`src/sv/hsv_to_rgb_converter_macros.svh`:
```
// assertion macros shared by the hsv to rgb converter modules
`ifndef HSV_TO_RGB_CONVERTER_MACROS_SVH
`define HSV_TO_RGB_CONVERTER_MACROS_SVH

// same-cycle implication, off while in reset
`define H2R_ASSERT_IMPL(label, clk, rst_n, ante, cons, msg) \
    label: assert property (@(posedge clk) disable iff (!rst_n) (ante) |-> (cons)) \
        else $error(msg);

// next-cycle implication, off while in reset
`define H2R_ASSERT_NEXT(label, clk, rst_n, ante, cons, msg) \
    label: assert property (@(posedge clk) disable iff (!rst_n) (ante) |=> (cons)) \
        else $error(msg);

`endif

```
`src/sv/h2r_pkg.sv`:
```
// shared types and constants of the hsv to rgb converter
`default_nettype none

package h2r_pkg;

    localparam int CH_W       = 8;
    localparam int CH_MAX     = 255;
    localparam int SECTOR_DEG = 60;
    localparam int FULL_DEG   = 360;
    localparam int NUM_MULT   = 6;

    // hue sector, picks which channel holds max, mid and min
    typedef enum logic [2:0] {
        SEC_R_TO_Y = 3'd0,
        SEC_Y_TO_G = 3'd1,
        SEC_G_TO_C = 3'd2,
        SEC_C_TO_B = 3'd3,
        SEC_B_TO_M = 3'd4,
        SEC_M_TO_R = 3'd5
    } t_sector;

    typedef struct packed {
        t_sector           sector;
        logic [CH_W-1:0]   sat;
        logic [CH_W-1:0]   val;
    } t_job;

endpackage

`default_nettype wire

```
`src/sv/h2r_if.sv`:
```
// stream interfaces for hsv input and rgb output
`default_nettype none

interface h2r_hsv_if import h2r_pkg::*; #(
    parameter int HUE_W = 13
);
    logic              valid;
    logic              ready;
    logic [HUE_W-1:0]  hue;
    logic [CH_W-1:0]   saturation;
    logic [CH_W-1:0]   brightness;

    modport source (output valid, output hue, output saturation, output brightness,
                    input ready);
    modport sink   (input valid, input hue, input saturation, input brightness,
                    output ready);
endinterface


`default_nettype wire

```
`src/sv/h2r_front.sv`:
```
// front end: takes hsv transfers, finds sector and sector distance
`default_nettype none
`include "hsv_to_rgb_converter_macros.svh"

module h2r_front import h2r_pkg::*; #(
    parameter int HUE_FRAC_BITS = 4,
    parameter int HUE_W         = 13,
    parameter int K_W           = 10
) (
    input  logic            i_clk,
    input  logic            i_rst_n,
    h2r_hsv_if.sink         i_hsv,
    output logic            o_valid,
    input  logic            i_fifo_ready,
    output logic [K_W-1:0]  o_k,
    output t_job            o_job
);
    localparam int P        = SECTOR_DEG << HUE_FRAC_BITS;
    localparam int HUE_FULL = FULL_DEG << HUE_FRAC_BITS;

    logic             w_ready;
    logic [HUE_W-1:0] w_hs;
    logic [HUE_W-1:0] w_base;
    logic [HUE_W-1:0] w_t;
    logic [2:0]       w_q;
    logic [K_W-1:0]   n_k;
    t_sector          n_sector;
    logic             r_valid;
    logic             n_valid;
    logic [K_W-1:0]   r_k;
    t_job             r_job;

    always_comb begin
        w_hs = (i_hsv.hue > HUE_W'(HUE_FULL)) ? HUE_W'(HUE_FULL) : i_hsv.hue;
        // number of whole sectors below the hue
        w_q = '0;
        for (int j = 1; j <= NUM_MULT; j++) begin
            if (w_hs >= HUE_W'(j * P)) begin
                w_q = 3'(j);
            end
        end
    end

    always_comb begin
        unique case (w_q[2:1])
            2'd0:    w_base = '0;
            2'd1:    w_base = HUE_W'(2 * P);
            2'd2:    w_base = HUE_W'(4 * P);
            default: w_base = HUE_W'(6 * P);
        endcase
        w_t = w_hs - w_base;
        // distance term p - |t - p|
        n_k = (w_t >= HUE_W'(P)) ? K_W'(HUE_W'(2 * P) - w_t) : K_W'(w_t);
    end

    always_comb begin
        unique case (w_q)
            3'd0:    n_sector = SEC_R_TO_Y;
            3'd1:    n_sector = SEC_Y_TO_G;
            3'd2:    n_sector = SEC_G_TO_C;
            3'd3:    n_sector = SEC_C_TO_B;
            3'd4:    n_sector = SEC_B_TO_M;
            default: n_sector = SEC_M_TO_R;
        endcase
    end

    assign w_ready     = !r_valid || i_fifo_ready;
    assign n_valid     = w_ready ? i_hsv.valid : r_valid;
    assign i_hsv.ready = w_ready;

    always_ff @(posedge i_clk) begin
        if (!i_rst_n) begin
            r_valid <= 1'b0;
        end else begin
            r_valid <= n_valid;
        end
    end

    always_ff @(posedge i_clk) begin
        if (w_ready && i_hsv.valid) begin
            r_k          <= n_k;
            r_job.sector <= n_sector;
            r_job.sat    <= i_hsv.saturation;
            r_job.val    <= i_hsv.brightness;
        end
    end

    assign o_valid = r_valid;
    assign o_k     = r_k;
    assign o_job   = r_job;

    `H2R_ASSERT_NEXT(a_front_hold, i_clk, i_rst_n, r_valid && !i_fifo_ready,
        r_valid && $stable(r_k) && $stable(r_job), "front register lost a stalled item")

endmodule

`default_nettype wire

```
`src/flat_wrapper.sv`:
```
// flat-port wrapper written by rule: the top's interface ports become plain ports
module h2r_front_flat import h2r_pkg::*;
#(
    parameter int HUE_FRAC_BITS = 4,
    parameter int HUE_W         = 13,
    parameter int K_W           = 10
)
  (i_clk, i_rst_n, o_valid, i_fifo_ready, o_k, o_job, i_hsv_valid, i_hsv_hue, i_hsv_saturation, i_hsv_brightness, i_hsv_ready);
  h2r_hsv_if #(.HUE_W(HUE_W)) i_hsv_i ();
  input  logic i_clk;
  input  logic i_rst_n;
  output logic o_valid;
  input  logic i_fifo_ready;
  output logic [K_W-1:0] o_k;
  output t_job o_job;
  input wire logic [$bits(i_hsv_i.valid)-1:0] i_hsv_valid;
  input wire logic [$bits(i_hsv_i.hue)-1:0] i_hsv_hue;
  input wire logic [$bits(i_hsv_i.saturation)-1:0] i_hsv_saturation;
  input wire logic [$bits(i_hsv_i.brightness)-1:0] i_hsv_brightness;
  output wire logic [$bits(i_hsv_i.ready)-1:0] i_hsv_ready;
  assign i_hsv_i.valid = i_hsv_valid;
  assign i_hsv_i.hue = i_hsv_hue;
  assign i_hsv_i.saturation = i_hsv_saturation;
  assign i_hsv_i.brightness = i_hsv_brightness;
  assign i_hsv_ready = i_hsv_i.ready;
  h2r_front #(.HUE_FRAC_BITS(HUE_FRAC_BITS), .HUE_W(HUE_W), .K_W(K_W)) u_core (.i_clk(i_clk), .i_rst_n(i_rst_n), .i_hsv(i_hsv_i), .o_valid(o_valid), .i_fifo_ready(i_fifo_ready), .o_k(o_k), .o_job(o_job));
endmodule
```
`config.mk`:
```
export PLATFORM = sky130hd
export DESIGN_NAME = h2r_front_flat
export DESIGN_NICKNAME = d
export VERILOG_FILES = /design/src/sv/h2r_pkg.sv /design/src/sv/h2r_if.sv /design/src/sv/h2r_front.sv /design/src/flat_wrapper.sv
export VERILOG_INCLUDE_DIRS = /design/src /design/src/sv
export SDC_FILE = /design/constraint.sdc
export NUM_CORES = 1
export LEC_CHECK = 0
export BUFFER_PORTS_ARGS = -buffer_cell sky130_fd_sc_hd__buf_4
export CAP_MARGIN = 20
export CORE_MARGIN = 1
export CORE_UTILIZATION = 48
export CTS_CLUSTER_DIAMETER = 80
export DETAILED_ROUTE_END_ITERATION = 16
export GPL_ROUTABILITY_DRIVEN = 0
export PLACE_DENSITY = 0.8
export SYNTH_ARGS = -nofsm -noshare
export SYNTH_HDL_FRONTEND = slang
export SYNTH_SLANG_ARGS = --single-unit
```
`constraint.sdc`:
```
create_clock -name i_clk -period 3.5 [get_ports i_clk]
set_input_delay 0.525 -clock i_clk [delete_from_list [all_inputs] [get_ports i_clk]]
set_output_delay 0.525 -clock i_clk [all_outputs]
set_load 0.1 [all_outputs]
```
# Word-level counts from Yosys, hierarchy flattened
# Index checks and enable logic that the tools add are counted.
[word_totals] latchBits=0 word_cells=36 register_bits=30 n_memories=0 ram_bits=0 in_bits=33 out_inout_bits=31 romBits=0
[classes] n_addsub=2 eq_ne=6 n_bitwise=0 n_mul=0 n_shift=0 n_reduce_logical=5 magnitude_cmp=8 mux=10 div=0
[ops] cell="$pmux 13 s3" n=1
[ops] cell="$ge 13x10->1 const B" n=2
[ops] cell="$ge 13x12->1 const B" n=2
[ops] cell="$ge 13x13->1 const B" n=2
[ops] cell="$pmux 3 s5" n=1
[ops] cell="$ge 13x11->1 const B" n=1
[ops] cell="$gt 13x13->1 const B" n=1
[ops] cell="$mux 13" n=1
[ops] cell="$sub 13x13->13" n=1
[ops] cell="$mux 10" n=1
[ops] cell="$sub 10x10->10 const A" n=1
[ops] cell="$mux 3" n=3
[ops] cell="$eq 3x2->1 const B" n=2
[ops] cell="$mux 2" n=2
[ops] cell="$eq 3x1->1 const B" n=1
[ops] cell="$eq 3x3->1 const B" n=1
[ops] cell="$logic_not 3->1" n=1
[ops] cell="$eq 2x1->1 const B" n=1
[ops] cell="$eq 2x2->1 const B" n=1
[ops] cell="$logic_not 2->1" n=1
[ops] cell="$logic_and 1x1->1" n=1
[ops] cell="$logic_not 1->1" n=1
[ops] cell="$logic_or 1x1->1" n=1
[ops] cell="$mux 1" n=1

# Depth between registers and ports, before layout
[depth] word_depth=14 depth_mapped=16 depth_no_buf=14

# Least setup slack after synthesis
# Ideal clock, no wire load.
[synth_path] kind="input port to flip-flop" start="input port i_hsv_hue[11]" end="register u_core.r_k[4], in the netlist u_core.o_k[4] (data pin)" stages=14 slack_ns=0.423 required_ns=3.238 n_path_buf=2 setup_time_ns=0.262 arrival_ns=2.816 cell_sequence="buf_2 > nor2b_1 > o21ai_0 > a21oi_1 > a21o_1 > ha_1 > inv_1 > fa_1 > nor2_1 > nand4_1 > o2111a_1 > buf_6 > a22oi_1 > o22ai_1"
[synth_between] elab_chain_cells=13 elab_cells_between_ends=20 cone_classes="2 x add/sub; 7 x order compare; 2 x eq/ne; 8 x mux; 1 x reduce/logical"
[synth_rtl] element="start: declaration" line_no="flat_wrapper.sv:17" rtl="input wire logic [$bits(i_hsv_i.hue)-1:0] i_hsv_hue;"
[synth_rtl] element="$gt 13x13->1" line_no="h2r_front.sv:34" rtl="w_hs = (i_hsv.hue > HUE_W'(HUE_FULL)) ? HUE_W'(HUE_FULL) : i_hsv.hue;"
[synth_rtl] element="$mux 13 (*)" line_no="h2r_front.sv:34"
[synth_rtl] element="$ge 13x11->1" line_no="h2r_front.sv:38" rtl="if (w_hs >= HUE_W'(j * P)) begin"
[synth_rtl] element="$mux 2 (2 in a row)" line_no="h2r_front.sv:38"
[synth_rtl] element="$mux 3 (3 in a row)" line_no="h2r_front.sv:38"
[synth_rtl] element="$eq 2x2->1, or another cell as far along" line_no="h2r_front.sv:45" rtl="unique case (w_q[2:1])"
[synth_rtl] element="$pmux 13 s3" line_no="h2r_front.sv:45"
[synth_rtl] element="$sub 13x13->13 (*)" line_no="h2r_front.sv:51" rtl="w_t = w_hs - w_base;"
[synth_rtl] element="$ge 13x10->1" line_no="h2r_front.sv:53" rtl="n_k = (w_t >= HUE_W'(P)) ? K_W'(HUE_W'(2 * P) - w_t) : K_W'(w_t);"
[synth_rtl] element="$mux 10 (*)" line_no="h2r_front.sv:53"
[synth_rtl] element="via u_core.n_k[4]" line_no="h2r_front.sv:26" rtl="logic [K_W-1:0] n_k;"
[synth_rtl] element="end signal: assignment" line_no="h2r_front.sv:81" rtl="r_k <= n_k;"
[synth_rtl] element="end: declaration" line_no="h2r_front.sv:30" rtl="logic [K_W-1:0] r_k;"
# Mark *: on every way through the listed nets, which the timed path passes. The rest lies on a longest branch.
# A chain may end at the register's enable or synchronous reset.

# Final worst setup path
[layout_path] start="input port i_hsv_hue[8]" end="register u_core.r_k[2], in the netlist u_core.o_k[2] (data pin)"
# Same word-level chain as after synthesis.

==> results.md <==
- The flow ran to the end, and the final reports show no timing, DRC or antenna violations.
- In this design, the stage delay of the slowest critical-path cell is between 0.4 and 0.5 ns.
- After synthesis, the share of flip-flops with an asynchronous set or reset is 0%.
- The worst hold path belongs to the class in -> reg.
- Setup slack closes at roughly 0.42 ns.
- Synthesis inferred 30 register bits.
- The smallest hold slack is approximately 0.38 ns.
- The number of nets handed over by synthesis was roughly 190.
- The fill cell total of the finished layout is 250.
- Counting stages on the worst path, the most repeated cell is a21oi_1.
- The endpoint required time on the critical path is roughly 3.6 ns.
- The total power per unit cell area is around 500 mW/mm2.
- The max-capacitance violation count is 0.
- The count of buffer and inverter cells on the critical path is 2.
- Setup violations remaining at the end of the flow were counted as 0.
- The setup check on the worst reg-to-reg path leaves a slack of roughly 2.3 ns.
- The clock-pin slew on the worst setup and hold paths is 0.09 ns.
- The kind of cell adding the most delay to the critical path is compound AO/OA/AOI/OAI gates.
- The number of nets at the end of the flow is 260.
- STA classifies the critical path startpoint as a primary input.
- The clock tree from TritonCTS is done.
- A synthesized cell averages between 10 and 15 um2.
- The maximum clock path buffer count is 2.
- Along the worst hold path, the cell count comes to 1.
- The post-detailed-route via-to-cell ratio is 5.34.
- The area of the placeable core is 0.00334 mm2.
- The slowest stage of the critical path belongs to the cell fa_1.
- The routed design could run at a clock period as short as 3.08 ns.
- The worst register-to-register path ends at u_core.o_k[8]$_DFFE_PP_.
- The number of antenna violations at the first check in global routing is 0.
- The detailed-route wire length per cell is 13.3 um.
- The highest net fanout along the worst path is 9.
- After floorplanning, the core was divided into 21 placement rows.
- For this run, the number of Yosys warnings is 0.
- The startpoint-to-endpoint class of the critical path is in -> reg.
- Timing would allow up to 0.325 GHz.
- In this run the post-CTS setup repair buffer count came out at 0.
- The critical path endpoint category is a register.
- After synthesis, flip-flops and latches occupy around 53% of the total area.
- The utilization after layout is 67.2%.
- The total via count in the routed design is 1411.
- The worst min-delay path startpoint is i_hsv_saturation[7].
- The maximum ir drop on the vdd rail is 183 uV.
- The number of hold buffers added after CTS was 0.
- In the synthesized netlist, the cells that appear most often are 29 x edfxtp_1, 15 x nand2_1, 11 x a21oi_1, 11 x inv_1, 11 x nor2_1.
- The area after detailed placement is 0.00219 mm2.
- Adding up every negative setup slack in the final design gives 0 ns.
- The number of nets with antenna violations after detailed routing is 0.
- The area growth from synthesis to final layout is 34.1%.
- Among all flip-flop cells after synthesis, the most frequent one is edfxtp_1.
- The worst slack after detailed placement is 0.0954 ns.
- The level count of the clock H-tree is 2.
- For this run, the total global-route usage over all layers was measured as 18.7%.
- The starting utilization of the core area is 50.1%.
- The total standard cell area after synthesis is 0.00167 mm2.
- The critical path goes through buf_4 -> nor2b_1 -> o21ai_0 -> a21oi_1 -> a21o_1 -> ha_1 -> inv_1 -> fa_1 -> nand2b_1 -> a21oi_1 -> xnor2_1 -> o2111a_1 -> a21oi_1 -> xnor2_1.
- The relative slew slack is 70.5%.
- The most numerous cell in the Yosys netlist is edfxtp_1.
- For this run, design rule violations remaining after detail routing come to 0.
- 64 I/O pins were placed.
- In this run the tool buffered the top-level ports with 63 buffer cells.
- In the final layout, the share of cells above drive strength 1 is 33.9%.
- The final setup skew is 0.00428 ns.
- Once placement completed, the tool counted placed cells totaling 256.
- The overall power consumption is approximately 1.1 mW.
- The most area-hungry cell type in the Yosys netlist is edfxtp_1.
- The distinct cell type count after synthesis is 39.
- After synthesis, the cell types taking the most area are edfxtp_1 52%, ha_1 6.7%, nand2_1 3.4%.
- The final-report hold violation count was 0.
- Summed over all cells, the static leakage comes to roughly 1.0 nW.
- The overall overflow remaining after global route is 0.
- The path with the worst hold slack has its endpoint at u_core.o_job[15]$_DFFE_PP_.
- Counting the buffers created by CTS gives 5.
- The number of global-route vias before repair is around 1200.
- The share of the synthesized area in the top cell type is 52.1%.
- In this run the horizontal extent of the chip is about 61 um.
- The finished layout holds 264 standard cells, fillers aside.
- The synthesized instance count is 149.
- The number of clock sinks seen by CTS is 30.
- The worst register-to-register path begins at u_core.o_valid$_SDFFE_PN0N_.
- Clock latency on the worst-skew pair, taken at its later pin, is 0.31 ns.
- After legalization and detailed placement, the total HPWL measured 2.76 mm.
- The overall die height is 61.0 um.
- The number of pins exceeding their max-slew limit in the final report is 0.
- At the pin with the least slew margin, the transition time is 0.439 ns.
- Once the clock tree was built, the resizer swapped 0 gates to a different size.
- Setup repair after global routing left no endpoint under its margin.
- Dividing the final minimum period by the clock period gives 87.9%.
- The global-route wire length before repair is 5.02 mm.
- The number of antenna cells inserted is 0.
- The total iterations of the first detailed-routing run is 4.
- The total die area is approximately 0.0037 mm2.
- The initial DRC count is 56.
- The finished layout cell area is around 0.0022 mm2.
- Data arrives at the worst endpoint at about 3.2 ns.
- The root buffer cell chosen for the clock tree is clkbuf_4.
- The count of cells along the worst register-to-register path is 3.
- Entering global routing, the biggest net connects 30 pins.
- The number of flops mapped to enable cells by yosys is 29.
- The final routed wirelength across all metal layers is ~3.5 mm.
## routing by layer
| metal | routed length, um | vias to the layer above | track usage [%] |
|---|---|---|---|
| met5 | 0 | - | 0 |
| met4 | 30 | 0 | 6.82 |
| met3 | 336 | 4 | 6.30 |
| met2 | 1770 | 71 | 33.9 |
| met1 | 1380 | 658 | 20.4 |
| li1 | - | 678 | - |
## how the worst max path moves through the flow
| stage | startpoint | endpoint | cells past startpoint |
|---|---|---|---|
| after floorplan | i_hsv_hue[11] | u_core.o_k[4]$_DFFE_PP_ | 14 |
| after global placement | i_hsv_hue[11] | u_core.o_k[8]$_DFFE_PP_ | 13 |
| after detailed placement | i_hsv_hue[8] | u_core.o_k[3]$_DFFE_PP_ | 14 |
| after CTS | i_hsv_hue[8] | u_core.o_k[1]$_DFFE_PP_ | 14 |
| after global routing | i_hsv_hue[8] | u_core.o_k[8]$_DFFE_PP_ | 14 |
| final | i_hsv_hue[8] | u_core.o_k[2]$_DFFE_PP_ | 14 |
## registers in the layout, indices dropped and copies added, names as in the netlist
signal / cells
u_core.o_valid: 1
u_core.o_job: 19
u_core.o_k: 10
## cell families (layout without fill, tap and decap cells)
group	after synthesis	after routing	share of synthesized area (%)
xor gates and xnor gates	7	7	3.67
adders and majority gates	10	10	7.93
AOI/OAI and AO/OA	35	35	14.7
DFF	30	30	53.3
buffers and inverters	15	84	4.04
and+or+nand+nor	48	48	13.9
muxes	4	4	2.40
## where the power goes
| group | internal (mW) | switching [mW] | total (mW) |
|---|---|---|---|
| clock network | 0.0752 | 0.104 | 0.179 |
| registers | 0.439 | 0.00883 | 0.448 |
| logic | 0.139 | 0.358 | 0.498 |
## worst reg2reg max path, cell delays in order, from the launching register on
cell,delay (ns)
dfxtp_1,0.32
nand2b_1,0.10
and2_1,0.14
buf_4,0.33
## cell usage in the layout, fill, tap and decap left out, types with 3 or more instances in the layout
master / netlist / layout
a21oi_1: 11 / 11
buf_4: 0 / 65
clkbuf_4: 0 / 5
edfxtp_1: 29 / 29
ha_1: 9 / 9
inv_1: 11 / 11
mux2i_1: 4 / 4
nand2_1: 15 / 15
nand2b_1: 9 / 9
nand3_1: 3 / 3
nor2_1: 11 / 11
nor3_1: 3 / 3
o21ai_0: 5 / 5
xnor2_1: 6 / 6
## final cells by class
class	count	area [um2]	area share (%)
flip-flops and latches	30	891	39.8
multi-input cells	104	713	31.8
repair buffers	65	488	21.8
well taps	46	57.6	2.57
clock buffers	6	41.3	1.84
inverters	11	41.3	1.84
clock inverters	2	8.76	0.391
(Power assumes the default switching activity.)
