<file path="config.mk">
export PLATFORM = sky130hd
export DESIGN_NAME = h2r_fifo
export DESIGN_NICKNAME = d
export VERILOG_FILES = /design/src/sv/h2r_pkg.sv /design/src/sv/h2r_fifo.sv
export VERILOG_INCLUDE_DIRS = /design/src /design/src/sv
export SDC_FILE = /design/constraint.sdc
export NUM_CORES = 1
export LEC_CHECK = 0
export ABC_AREA = 0
export BUFFER_PORTS_ARGS = -buffer_cell sky130_fd_sc_hd__buf_2
export CELL_PAD_IN_SITES_DETAIL_PLACEMENT = 0
export CELL_PAD_IN_SITES_GLOBAL_PLACEMENT = 1
export CORE_MARGIN = 2
export CORE_UTILIZATION = 50
export DETAILED_ROUTE_END_ITERATION = 8
export PLACE_DENSITY = 0.83
export SLEW_MARGIN = 20
export SYNTH_ARGS = -nofsm -noshare
export SYNTH_HDL_FRONTEND = slang
export SYNTH_SLANG_ARGS = --single-unit
</file>
<file path="constraint.sdc">
create_clock -name i_clk -period 2.6 [get_ports i_clk]
set_clock_uncertainty 0.1 [all_clocks]
set_input_delay 0.52 -clock i_clk [delete_from_list [all_inputs] [get_ports i_clk]]
set_output_delay 0.52 -clock i_clk [all_outputs]
set_load 0.02 [all_outputs]
</file>
<file path="src/sv/hsv_to_rgb_converter_macros.svh">
// assertion macros shared by the hsv to rgb converter modules
`ifndef HSV_TO_RGB_CONVERTER_MACROS_SVH
`define HSV_TO_RGB_CONVERTER_MACROS_SVH

// same-cycle implication, off while in reset
`define H2R_ASSERT_IMPL(label, clk, rst_n, ante, cons, msg) \
    label: assert property (@(posedge clk) disable iff (!rst_n) (ante) |-> (cons)) \
        else $error(msg);

// next-cycle implication, off while in reset
`define H2R_ASSERT_NEXT(label, clk, rst_n, ante, cons, msg) \
    label: assert property (@(posedge clk) disable iff (!rst_n) (ante) |=> (cons)) \
        else $error(msg);

`endif

</file>
<file path="src/sv/h2r_pkg.sv">
// shared types and constants of the hsv to rgb converter
`default_nettype none

package h2r_pkg;

    localparam int CH_W       = 8;
    localparam int CH_MAX     = 255;
    localparam int SECTOR_DEG = 60;
    localparam int FULL_DEG   = 360;
    localparam int NUM_MULT   = 6;

    // hue sector, picks which channel holds max, mid and min
    typedef enum logic [2:0] {
        SEC_R_TO_Y = 3'd0,
        SEC_Y_TO_G = 3'd1,
        SEC_G_TO_C = 3'd2,
        SEC_C_TO_B = 3'd3,
        SEC_B_TO_M = 3'd4,
        SEC_M_TO_R = 3'd5
    } t_sector;

    typedef struct packed {
        t_sector           sector;
        logic [CH_W-1:0]   sat;
        logic [CH_W-1:0]   val;
    } t_job;

endpackage

`default_nettype wire

</file>
<file path="src/sv/h2r_fifo.sv">
// small queue between front end and arithmetic pipeline
`default_nettype none
`include "hsv_to_rgb_converter_macros.svh"

module h2r_fifo import h2r_pkg::*; #(
    parameter int WIDTH = 32,
    parameter int DEPTH = 4
) (
    input  logic             i_clk,
    input  logic             i_rst_n,
    input  logic             i_push_valid,
    output logic             o_push_ready,
    input  logic [WIDTH-1:0] i_push_data,
    output logic             o_pop_valid,
    input  logic             i_pop_ready,
    output logic [WIDTH-1:0] o_pop_data
);
    localparam int AW    = $clog2(DEPTH);
    localparam int CNT_W = AW + 1;

    logic [WIDTH-1:0] r_mem [DEPTH];
    logic [AW-1:0]    r_wr_ptr;
    logic [AW-1:0]    r_rd_ptr;
    logic [CNT_W-1:0] r_count;
    logic             w_push;
    logic             w_pop;

    assign o_push_ready = (r_count != CNT_W'(DEPTH));
    assign o_pop_valid  = (r_count != '0);
    assign w_push       = i_push_valid && o_push_ready;
    assign w_pop        = o_pop_valid && i_pop_ready;
    assign o_pop_data   = r_mem[r_rd_ptr];

    always_ff @(posedge i_clk) begin
        if (w_push) begin
            r_mem[r_wr_ptr] <= i_push_data;
        end
    end

    always_ff @(posedge i_clk) begin
        if (!i_rst_n) begin
            r_wr_ptr <= '0;
            r_rd_ptr <= '0;
            r_count  <= '0;
        end else begin
            if (w_push) begin
                r_wr_ptr <= r_wr_ptr + 1'b1;
            end
            if (w_pop) begin
                r_rd_ptr <= r_rd_ptr + 1'b1;
            end
            if (w_push && !w_pop) begin
                r_count <= r_count + 1'b1;
            end else if (w_pop && !w_push) begin
                r_count <= r_count - 1'b1;
            end
        end
    end

    `H2R_ASSERT_IMPL(a_fifo_bound, i_clk, i_rst_n, 1'b1, r_count <= CNT_W'(DEPTH),
        "queue count beyond depth")
    `H2R_ASSERT_NEXT(a_fifo_fill, i_clk, i_rst_n, w_push && !w_pop,
        r_count == $past(r_count) + 1'b1, "queue count missed a push")

endmodule

`default_nettype wire

</file>
Yosys cells after proc, flatten, opt, wreduce, memory -nomap -nowiden. Memory sizes are Yosys's and may differ from the RTL's. A register that Yosys moved wholly into a read port is not among the register bits. Cells that the tools add are included.

Register bits after elaboration: 7. Bits in writable memories: 128. Input port bits: 36. Output and inout port bits: 34. Word-level logic and storage cells: 23. Memories: 1.

Memory list: r_mem (words 4, bits a word 32, rd ports 1, clocked after Yosys merged registers in 1, write ports 1, RTL line h2r_fifo.sv:21) `logic [WIDTH-1:0] r_mem [DEPTH];`.

Add/sub/neg operators: 4. Eq/ne operators: 1. Mux-type cells: 6. Reduce and logical (&&, ||, !) cells: 8.

Operators by type and width (count): 3-bit two-way mux (2); 2-bit by 1-bit adder with 2-bit output (second input constant) (2); 1-bit logical AND (4); 2-bit two-way mux (2); 3-bit by 1-bit adder with 3-bit output (second input constant) (1); 3-bit inequality test (second input constant) (1); 3-bit nonzero test (1); 3-bit by 1-bit subtractor with 3-bit output (second input constant) (1); 1-bit logical NOT (2); 1-bit two-way mux (2); 2-bit nonzero test (1).

Depth between registers and ports, before layout. Gate-level depths: netlist of run 1.

Word-level depth: 6. Mapped depth: 8. Gate-level depth less buffers: 8.

Worst setup path after synthesis of run 1. No wires, ideal clock.

Path type: flip-flop to flip-flop. From: register r_count[0]. To: register r_count[2]. Setup time: 76 ps. Arrival time: 2057 ps. Required time: 2424 ps. Slack: 368 ps. Stages on the path, launching flop included: 9. Path buffers: 0. Period minus slack after synthesis: 2232 ps. Path through: dfxtp_1 nor2_1 a21boi_2 ha_1 inv_1 fa_1 xor2_1 or3_1 a21boi_0.

Longest elaborated chain between the ends: 5. Elaborated cells between the ends (all ways): 13. Those cells by class: 2 x add/sub; 1 x eq/ne; 2 x mux; 8 x reduce/logical.

Ends and longest elaborated chain: from (decl) (RTL line h2r_fifo.sv:24) `logic [CNT_W-1:0] r_count;`; from (signal assigned) (RTL line h2r_fifo.sv:53) `r_count <= r_count + 1'b1;`; from (signal assigned) (RTL line h2r_fifo.sv:55) `r_count <= r_count - 1'b1;`; 3-bit inequality test * (RTL line h2r_fifo.sv:28) `assign o_push_ready = (r_count != CNT_W'(DEPTH));`; 1-bit logical AND * (RTL line h2r_fifo.sv:30) `assign w_push = i_push_valid && o_push_ready;`; net w_push (RTL line h2r_fifo.sv:25) `logic w_push;`; 1-bit logical NOT (RTL line h2r_fifo.sv:54) `end else if (w_pop && !w_push) begin`; 1-bit logical AND (RTL line h2r_fifo.sv:54); 2-bit nonzero test (no line).

The timed path passes the listed nets; every way through them passes the cells marked *. The select of a mux whose other input is x is not followed. A chain may end at the register's enable or synchronous reset.

==> flow_summary.toml, run 1 <==
[yosys]
syn_nets = 257
seq_area_frac_synth_pct = 78.1
synth_area_um2 = 5150
netlist.area_leader.share_pct = 74.6
yosysWarnings = 0
avgSynthCellArea_um2 = 24.0
synth_top_area_cell = "edfxtp_1"
synth_seq_cells = 137
synth_area_leaders = "edfxtp_1, mux4_2, dfxtp_1"
synthCells = 215
ys_types = 24

[routing]
vias_per_cell = 5.31
dr_total_vias = 2411
wl_um = 8320
drt_pre_antenna_iters = 4
drc = 0
post_drt_wl_per_cell_um = 18.3
antenna_left = 0
drtIter0Drc = 191

[status]
status = "finished, final reports clean"

[setup_path]
r2r_end = "r_count[2]"
r2r-start = "r_count[0]"
critPathRequiredTime_ns = 1.98
reg2reg_depth = 8
end_kind = "primary output"
crit_buf_inv = 2
crit_arrival_ns = 1.89
max_stage_delay_ns = 0.62
cp_top_family = "multiplexers"
r2r_setup_slack_ns = 0.33
path_class = "flip-flop to primary output"
path_max_fanout = 13
crit_chain = "buf_8 -> mux4_1 -> buf_2"
cp-start-kind = "flip-flop"
slowest_stage = "mux4_1"

[clock_network]
cts_tree = "built"
clkTransAtPathRegs_ns = 0.06
root_buffer = "clkbuf_8"
clkSinkCount = 137
cts_buffers = 17
insertion_delay_ns = 0.52
cts_htree_levels = 4
ctsHoldBuffers = 0
cts_buffer_depth = 2

[grt]
grt_pass1_vias = 2480
grt_pass1_wl_um = 13200
antenna_found_initial = 0
grt.total_usage_pct = 16.6
grt-ovfl-total = 0
grt_max_degree = 23

[die]
coreArea_um2 = 10200
die_w_um = 106
start_util_pct = 50.6
die_area_um2 = 11100
ioPinCount = 70
chipHeight_um = 106
fp-row-count = 37

[worst_hold_path]
hold_end = "r_mem[2][4]"
worstHoldPathCells = 1
hold_start = "i_push_data[4]"
hp-class = "primary input to flip-flop"

[cells_and_area]
finalNetCount = 347
diodes = 0
fin_area_um2 = 6360
drive_gt1_share_pct = 45.9
area_delta_synth_final_pct = 23.5
fin_util_pct = 62.5
stdcell_count = 454

[timing]
period_share_pct = 96.5
setup_viol = 0
rsz0062_at_grt = "false"
hold_violations = 0
setup_ws_ns = 0.0907
min_period_ns = 2.51
fmax_ghz = 0.399
maxSlewHeadroom_pct = 73.7
drv_slew = 0
timing.hold.ws_ns = 0.117
worstMarginPinSlew_ns = 0.394
tns_ns = 0

[power_and_ir_drop]
ir_drop_v = 0.000726
p_seq_share_pct = 40.1
p_clk_share_pct = 37.1
p_total_mw = 7.00
switching_share_pct = 26.2
internal-power_mw = 5.16
p_leak_nw = 2.20
p_switching_mw = 1.83
p_comb_share_pct = 22.8
powerDensity_nw_per_um2 = 1100

[place]
placed_area_um2 = 5700
io_buffers = 69
dp_slack_ns = 0.339
gp_congestion = 0.667
dp.cells = 422
dp_hpwl_um = 5130

[run]
drv_cap = 0
## placed cells by master, fill, tap and decap left out, types with 2 or more instances in the layout
cell type | Yosys | final
buf_2 | 3 | 69
clkinv_4 | 0 | 3
clkbuf_1 | 1 | 3
ha_1 | 5 | 5
dfxtp_2 | 0 | 2
mux4_1 | 2 | 2
buf_8 | 0 | 2
clkbuf_16 | 0 | 16
nand2_1 | 5 | 5
and2_1 | 8 | 4
buf_4 | 0 | 5
mux4_2 | 30 | 30
or3_1 | 2 | 2
mux2i_1 | 3 | 3
inv_1 | 3 | 3
and2_2 | 0 | 4
bufinv_16 | 0 | 6
edfxtp_1 | 128 | 128
dfxtp_1 | 9 | 7
xnor2_1 | 3 | 3
buf_12 | 3 | 3
## kinds of logic after synthesis
family	count (synthesis)	share of synthesized area, %
simple gates	17	1.77
fa+ha+maj	6	1.60
buf+inv	11	1.97
flops	137	78.1
mux	35	14.7
xor+xnor	4	0.680
compound gates	5	1.19
## cells in the mapped netlist
cell type	count
edfxtp_1	128
mux4_2	30
dfxtp_1	9
and2_1	8
ha_1	5
nand2_1	5
buf_12	3
buf_2	3
inv_1	3
mux2i_1	3
xnor2_1	3
mux4_1	2
or3_1	2
a21boi_0	1
a21boi_2	1
buf_6	1
clkbuf_1	1
fa_1	1
nor2_1	1
nor2b_1	1
o21ai_0	1
o311ai_2	1
o31ai_4	1
xor2_1	1
## routing by layer
layer | share of wire, % | track usage (%)
met3 | 5.6 | 5.81
met1 | 44 | 22.4
met2 | 48 | 24.1
met4 | 1.6 | 8.27
met5 | 0 | 0
## how the worst max path moves through the flow
| stage | depth (start not counted) | startpoint | to |
|---|---|---|---|
| floorplan | 8 | r_count[0] | r_count[2] |
| global placement | 8 | r_count[0] | r_count[2] |
| detailed placement | 8 | r_count[0] | r_count[2] |
| CTS | 3 | flip-flop | o_pop_data[25] |
| global route | 3 | flip-flop | o_pop_data[25] |
| finish | 3 | flip-flop | o_pop_data[27] |
## layout make-up
class / instances / area [um2]
clock buffers: 20 / 425
clock inverters: 12 / 223
fillers: 742 / 3820
inverters: 3 / 11.3
multi-input cells: 67 / 1030
flip-flops and latches: 137 / 4030
well taps: 136 / 170
repair buffers: 79 / 473
## state kept, by name, indices dropped and copies added, names as in the netlist, named ones only
signal and cells:
r_count 3, r_rd_ptr 2, r_wr_ptr 2, r_mem 128
## power groups by stage
| stage | clock network, mW | registers (mW) | logic (mW) |
|---|---|---|---|
| floorplan | 0 | 2.80 | 1.23 |
| global placement | 0 | 2.83 | 1.60 |
| detailed placement | 0 | 2.84 | 1.60 |
| CTS | 2.66 | 2.80 | 1.62 |
| global route | 2.75 | 2.83 | 1.72 |
| finish | 2.60 | 2.80 | 1.60 |
## what timing repair did
| item | 4_1_cts | 5_1_grt |
|---|---|---|
| cloned | 0 | 0 |
| gates resized for setup | 2 | 2 |
| pin swaps | 0 | 0 |
| endpoints found under the setup margin | 18 | 3 |
| buffers inserted | 0 | 0 |
Note: power is estimated with default switching activity, not from simulation.
==> run 2: changes to the inputs <==
==> constraint.sdc (replaced) <==
create_clock -name i_clk -period 2.4 [get_ports i_clk]
set_clock_uncertainty 0.1 [all_clocks]
set_input_delay 0.48 -clock i_clk [delete_from_list [all_inputs] [get_ports i_clk]]
set_output_delay 0.48 -clock i_clk [all_outputs]
set_load 0.02 [all_outputs]
==> flow_summary.toml, run 2 (synthesis results as in run 1) <==
[setup_path]
slowest_stage = "mux4_2"
critPathRequiredTime_ns = 1.82
crit_arrival_ns = 1.81
max_stage_delay_ns = 0.55
cp-start-kind = "flip-flop"
path_class = "flip-flop to primary output"
end_kind = "primary output"
cp_top_family = "multiplexers"
crit_chain = "buf_12 -> mux4_2 -> buf_2"
crit_buf_inv = 2
path_max_fanout = 19

[worst_hold_path]
hp-class = "primary input to flip-flop"

[timing]
period_share_pct = 99.8
min_period_ns = 2.39
fmax_ghz = 0.418
maxSlewHeadroom_pct = 78.9
tns_ns = 0
hold_violations = 0
worstMarginPinSlew_ns = 0.316
timing.hold.ws_ns = 0.0841
rsz0062_at_grt = "true"
setup_viol = 0
drv_slew = 0

[die]
ioPinCount = 70
start_util_pct = 50.6
die_w_um = 106
fp-row-count = 37
coreArea_um2 = 10200
chipHeight_um = 106
die_area_um2 = 11100

[grt]
grt_pass1_vias = 2455
grt.total_usage_pct = 16.4
grt_max_degree = 33
antenna_found_initial = 0
grt-ovfl-total = 0
grt_pass1_wl_um = 13100

[power_and_ir_drop]
ir_drop_v = 0.000466
powerDensity_nw_per_um2 = 1120
p_leak_nw = 2.15

[place]
placed_area_um2 = 5720
io_buffers = 69
dp_hpwl_um = 5060
gp_congestion = 0.673

[clock_network]
root_buffer = "clkbuf_8"
ctsHoldBuffers = 0
clkSinkCount = 137
cts_htree_levels = 4
clkTransAtPathRegs_ns = 0.06
post_cts_buffers = 0
cts_buffers = 17
cts_tree = "built"
insertion_delay_ns = 0.51
cts_resized = 3
cts_buffer_depth = 2

[cells_and_area]
layout_commonest_cell = "edfxtp_1"
mostFrequentLayoutCells = "edfxtp_1, buf_2, mux4_2, clkbuf_16, clkbuf_1"
diodes = 0
fin_util_pct = 61.4
finalNetCount = 347
area_delta_synth_final_pct = 21.3
reg.largest.list = "r_mem (128), r_count (3)"
drive_gt1_share_pct = 45.3
fin_area_um2 = 6250
largest_reg_flops = 128
regMostFlops = "r_mem"

[routing]
post_drt_wl_per_cell_um = 18.2
wl_um = 8250
drtIter0Drc = 86
antenna_left = 0
dr_total_vias = 2362
drt_pre_antenna_iters = 4
drc = 0
vias_per_cell = 5.20

[run]
drv_cap = 0

[status]
status = "finished, final reports clean"
[run 2: cell count changes in the layout (fill, tap and decap cells not counted), moves of 2 or more]
| cell | change |
|---|---|
| buf_6 | +4 |
| clkinv_4 | -3 |
| buf_12 | +2 |
| dfxtp_1 | -2 |
| dfxtp_4 | +2 |
| buf_2 | -5 |
| buf_8 | -2 |
| clkbuf_8 | +2 |
| bufinv_16 | -6 |
| clkbuf_1 | +6 |
| clkinv_2 | +3 |
[run 2: final timing paths]
path | end | slack [ns] | from | depth (start not counted)
worst max-delay path | o_pop_data[8] | 0.006 | flip-flop | 3
worst min-delay path | r_mem[0][22] | 0.08 | i_push_data[22] | 1
worst max register to register | r_count[2] | 0.24 | r_count[1] | 8
worst min register to register | r_wr_ptr[1] | 0.40 | r_wr_ptr[1] | 2
[run 2: layer usage]
| metal | vias up | part of all wire, % | global-route usage (%) |
|---|---|---|---|
| met5 | - | 0 | 0 |
| met3 | 9 | 4.9 | 6.56 |
| li1 | 1075 | - | - |
| met4 | 0 | 1.2 | 6.20 |
| met2 | 67 | 50 | 25.7 |
| met1 | 1211 | 44 | 20.7 |
[run 2: stage by stage]
| step | power, mW | instances | setup slack (ns) |
|---|---|---|---|
| after CTS | 7.05 | 454 | -0.0350 |
| after global placement | 4.84 | 422 | 0.240 |
| after floorplan | 4.37 | 215 | 0.168 |
| after detailed placement | 4.87 | 422 | 0.126 |
| after global routing | 7.33 | 454 | -0.0731 |
| final | 7.01 | 454 | 0.00558 |
[run 2: power by group]
part / leakage, nW / total, mW / internal [mW] / switching, mW
clock network: 0.245 / 2.16 / 1.32 / 0.846
logic: 0.655 / 1.80 / 0.853 / 0.949
registers: 1.25 / 3.04 / 2.92 / 0.127
total: 2.15 / 7.01 / 5.09 / 1.92
[run 2: cell type report]
type	instances	area (um2)
inverters	3	11.3
flip-flops and latches	137	4030
multi-input cells	67	1030
repair buffers	79	510
clock buffers	28	475
clock inverters	4	20.0
fillers	749	3930
well taps	136	170
==> run 3: changes to the inputs <==
--- a/config.mk
+++ b/config.mk
@@ -11,9 +11,10 @@
 export CELL_PAD_IN_SITES_DETAIL_PLACEMENT = 0
 export CELL_PAD_IN_SITES_GLOBAL_PLACEMENT = 1
 export CORE_MARGIN = 2
-export CORE_UTILIZATION = 50
+export CORE_UTILIZATION = 52
+export CTS_BUF_LIST = sky130_fd_sc_hd__clkbuf_8
 export DETAILED_ROUTE_END_ITERATION = 8
-export PLACE_DENSITY = 0.83
+export PLACE_DENSITY = 0.8
 export SLEW_MARGIN = 20
 export SYNTH_ARGS = -nofsm -noshare
 export SYNTH_HDL_FRONTEND = slang
==> flow_summary.toml, run 3 (synthesis results as in run 1) <==
[routing]
dr_wl_met3_um = 368
met2WireLength_um = 4310
drtIter0Drc = 67
vias_per_cell = 5.16
top_layer = "met4"
post_drt_wl_per_cell_um = 18.3
antenna_left = 0
drc = 0
dr_total_vias = 2336
drt_pre_antenna_iters = 6
wl_um = 8280
wl_met1_um = 3500

[place]
placed_area_um2 = 5720
dp_hpwl_um = 4910
dp_slack_ns = 0.162
io_buffers = 69
gp_congestion = 0.746
dp.cells = 420

[timing]
worstMarginPinSlew_ns = 0.310
fmax_ghz = 0.431
min_period_ns = 2.32
period_share_pct = 96.6
rsz0062_at_grt = "false"
timing.hold.ws_ns = 0.165
setup_viol = 0
drv_slew = 0
maxSlewHeadroom_pct = 79.3
tns_ns = 0
setup_ws_ns = 0.0825
hold_violations = 0

[setup_path]
r2r-start = "r_count[1]"
r2r_setup_slack_ns = 0.17
end_kind = "primary output"
reg2reg_depth = 8
cp_top_family = "multiplexers"
r2r_end = "r_count[2]"
crit_chain = "buf_12 -> mux4_2 -> buf_2"
cp-endpoint = "o_pop_data[12]"
max_stage_delay_ns = 0.54
crit_arrival_ns = 1.74
path_max_fanout = 12
cp-start-kind = "flip-flop"
slowest_stage = "mux4_2"
critPathRequiredTime_ns = 1.82
crit_buf_inv = 2
cp.depth = 3
path_class = "flip-flop to primary output"

[cells_and_area]
fin_util_pct = 63.7
n_fill_cell = 669
finalNetCount = 350
reg.largest.list = "r_mem (128), r_count (3)"
area_delta_synth_final_pct = 19.7
stdcell_count = 453
diodes = 0
largest_reg_flops = 128
mostFrequentLayoutCells = "edfxtp_1, buf_2, mux4_2, clkbuf_8, buf_4"
drive_gt1_share_pct = 46.9
regMostFlops = "r_mem"
layout_commonest_cell = "edfxtp_1"
fin_area_um2 = 6170

[worst_hold_path]
hold_start = "i_push_data[10]"
hp-class = "primary input to flip-flop"

[grt]
grt-ovfl-total = 0
grt_max_degree = 33
grt.total_usage_pct = 16.8
grt_pass1_vias = 2488
grt_pass1_wl_um = 13200
antenna_found_initial = 0

[die]
ioPinCount = 70
die_area_um2 = 10700
die_w_um = 104
chipHeight_um = 104
coreArea_um2 = 9680
fp-row-count = 36
start_util_pct = 53.2

[clock_network]
cts_htree_levels = 4
cts_buffer_depth = 2
clkSinkCount = 137
cts_buffers = 17
cts_tree = "built"
clkTransAtPathRegs_ns = 0.07
root_buffer = "clkbuf_8"
ctsHoldBuffers = 0
insertion_delay_ns = 0.43

[run]
drv_cap = 0

[power_and_ir_drop]
p_total_mw = 6.79
p_leak_nw = 2.12
powerDensity_nw_per_um2 = 1100
ir_drop_v = 0.000695

[status]
status = "finished, final reports clean"
[run 3: cell count changes in the layout (fill, tap and decap cells not counted), moves of 3 or more]
| cell | change |
|---|---|
| clkbuf_16 | -16 |
| clkbuf_1 | -9 |
| buf_4 | +3 |
| clkinv_2 | -3 |
| bufinv_16 | +4 |
| clkbuf_8 | +14 |
| buf_2 | +5 |
| buf_6 | -4 |
| clkinv_1 | +3 |
[run 3: how the worst min path moves through the flow]
stage	endpoint	cells past startpoint	slack, ns
after global routing	r_mem[0][15]	1	0.13
after detailed placement	r_wr_ptr[1]	2	0.41
after floorplan	r_wr_ptr[1]	2	0.37
after CTS	r_mem[3][15]	1	0.13
final	r_mem[0][10]	1	0.16
after global placement	r_wr_ptr[1]	2	0.39
[run 3: timing repair]
action / in CTS / in global routing
gates cloned: 1 / 0
setup buffers: 0 / 1
endpoints found under the setup margin: 16 / 13
gates resized for setup: 3 / 2
[run 3: routing by layer]
| layer | GRT usage (%) | up-vias |
|---|---|---|
| li1 | - | 1082 |
| met2 | 27.5 | 60 |
| met5 | 0 | - |
| met4 | 6.95 | 0 |
| met1 | 20.9 | 1184 |
| met3 | 5.54 | 10 |
[run 3: cell type report]
class / instances / area [um2] / share of cell area (%)
flip-flops and latches: 137 / 4030 / 65.4
multi-input cells: 67 / 1030 / 16.7
repair buffers: 82 / 513 / 8.32
clock buffers: 17 / 234 / 3.79
clock inverters: 14 / 181 / 2.94
well taps: 133 / 166 / 2.70
inverters: 3 / 11.3 / 0.183
[run 3: worst register-to-register path, delay by kind of cell, from the launching register on]
| family | cells | cell delay, ns |
|---|---|---|
| AOI/OAI and AO/OA | 2 | 0.33 |
| xor gates and xnor gates | 1 | 0.18 |
| adders and majority gates | 2 | 0.58 |
| DFF | 1 | 0.49 |
| buffers and inverters | 1 | 0.06 |
| and+or+nand+nor | 2 | 0.42 |
[run 3: power breakdown]
part	internal [mW]	leakage, nW	switching [mW]
Sequential	2.91	1.25	0.140
Clock	1.11	0.206	0.823
Combinational	0.851	0.667	0.948
Total	4.88	2.12	1.91
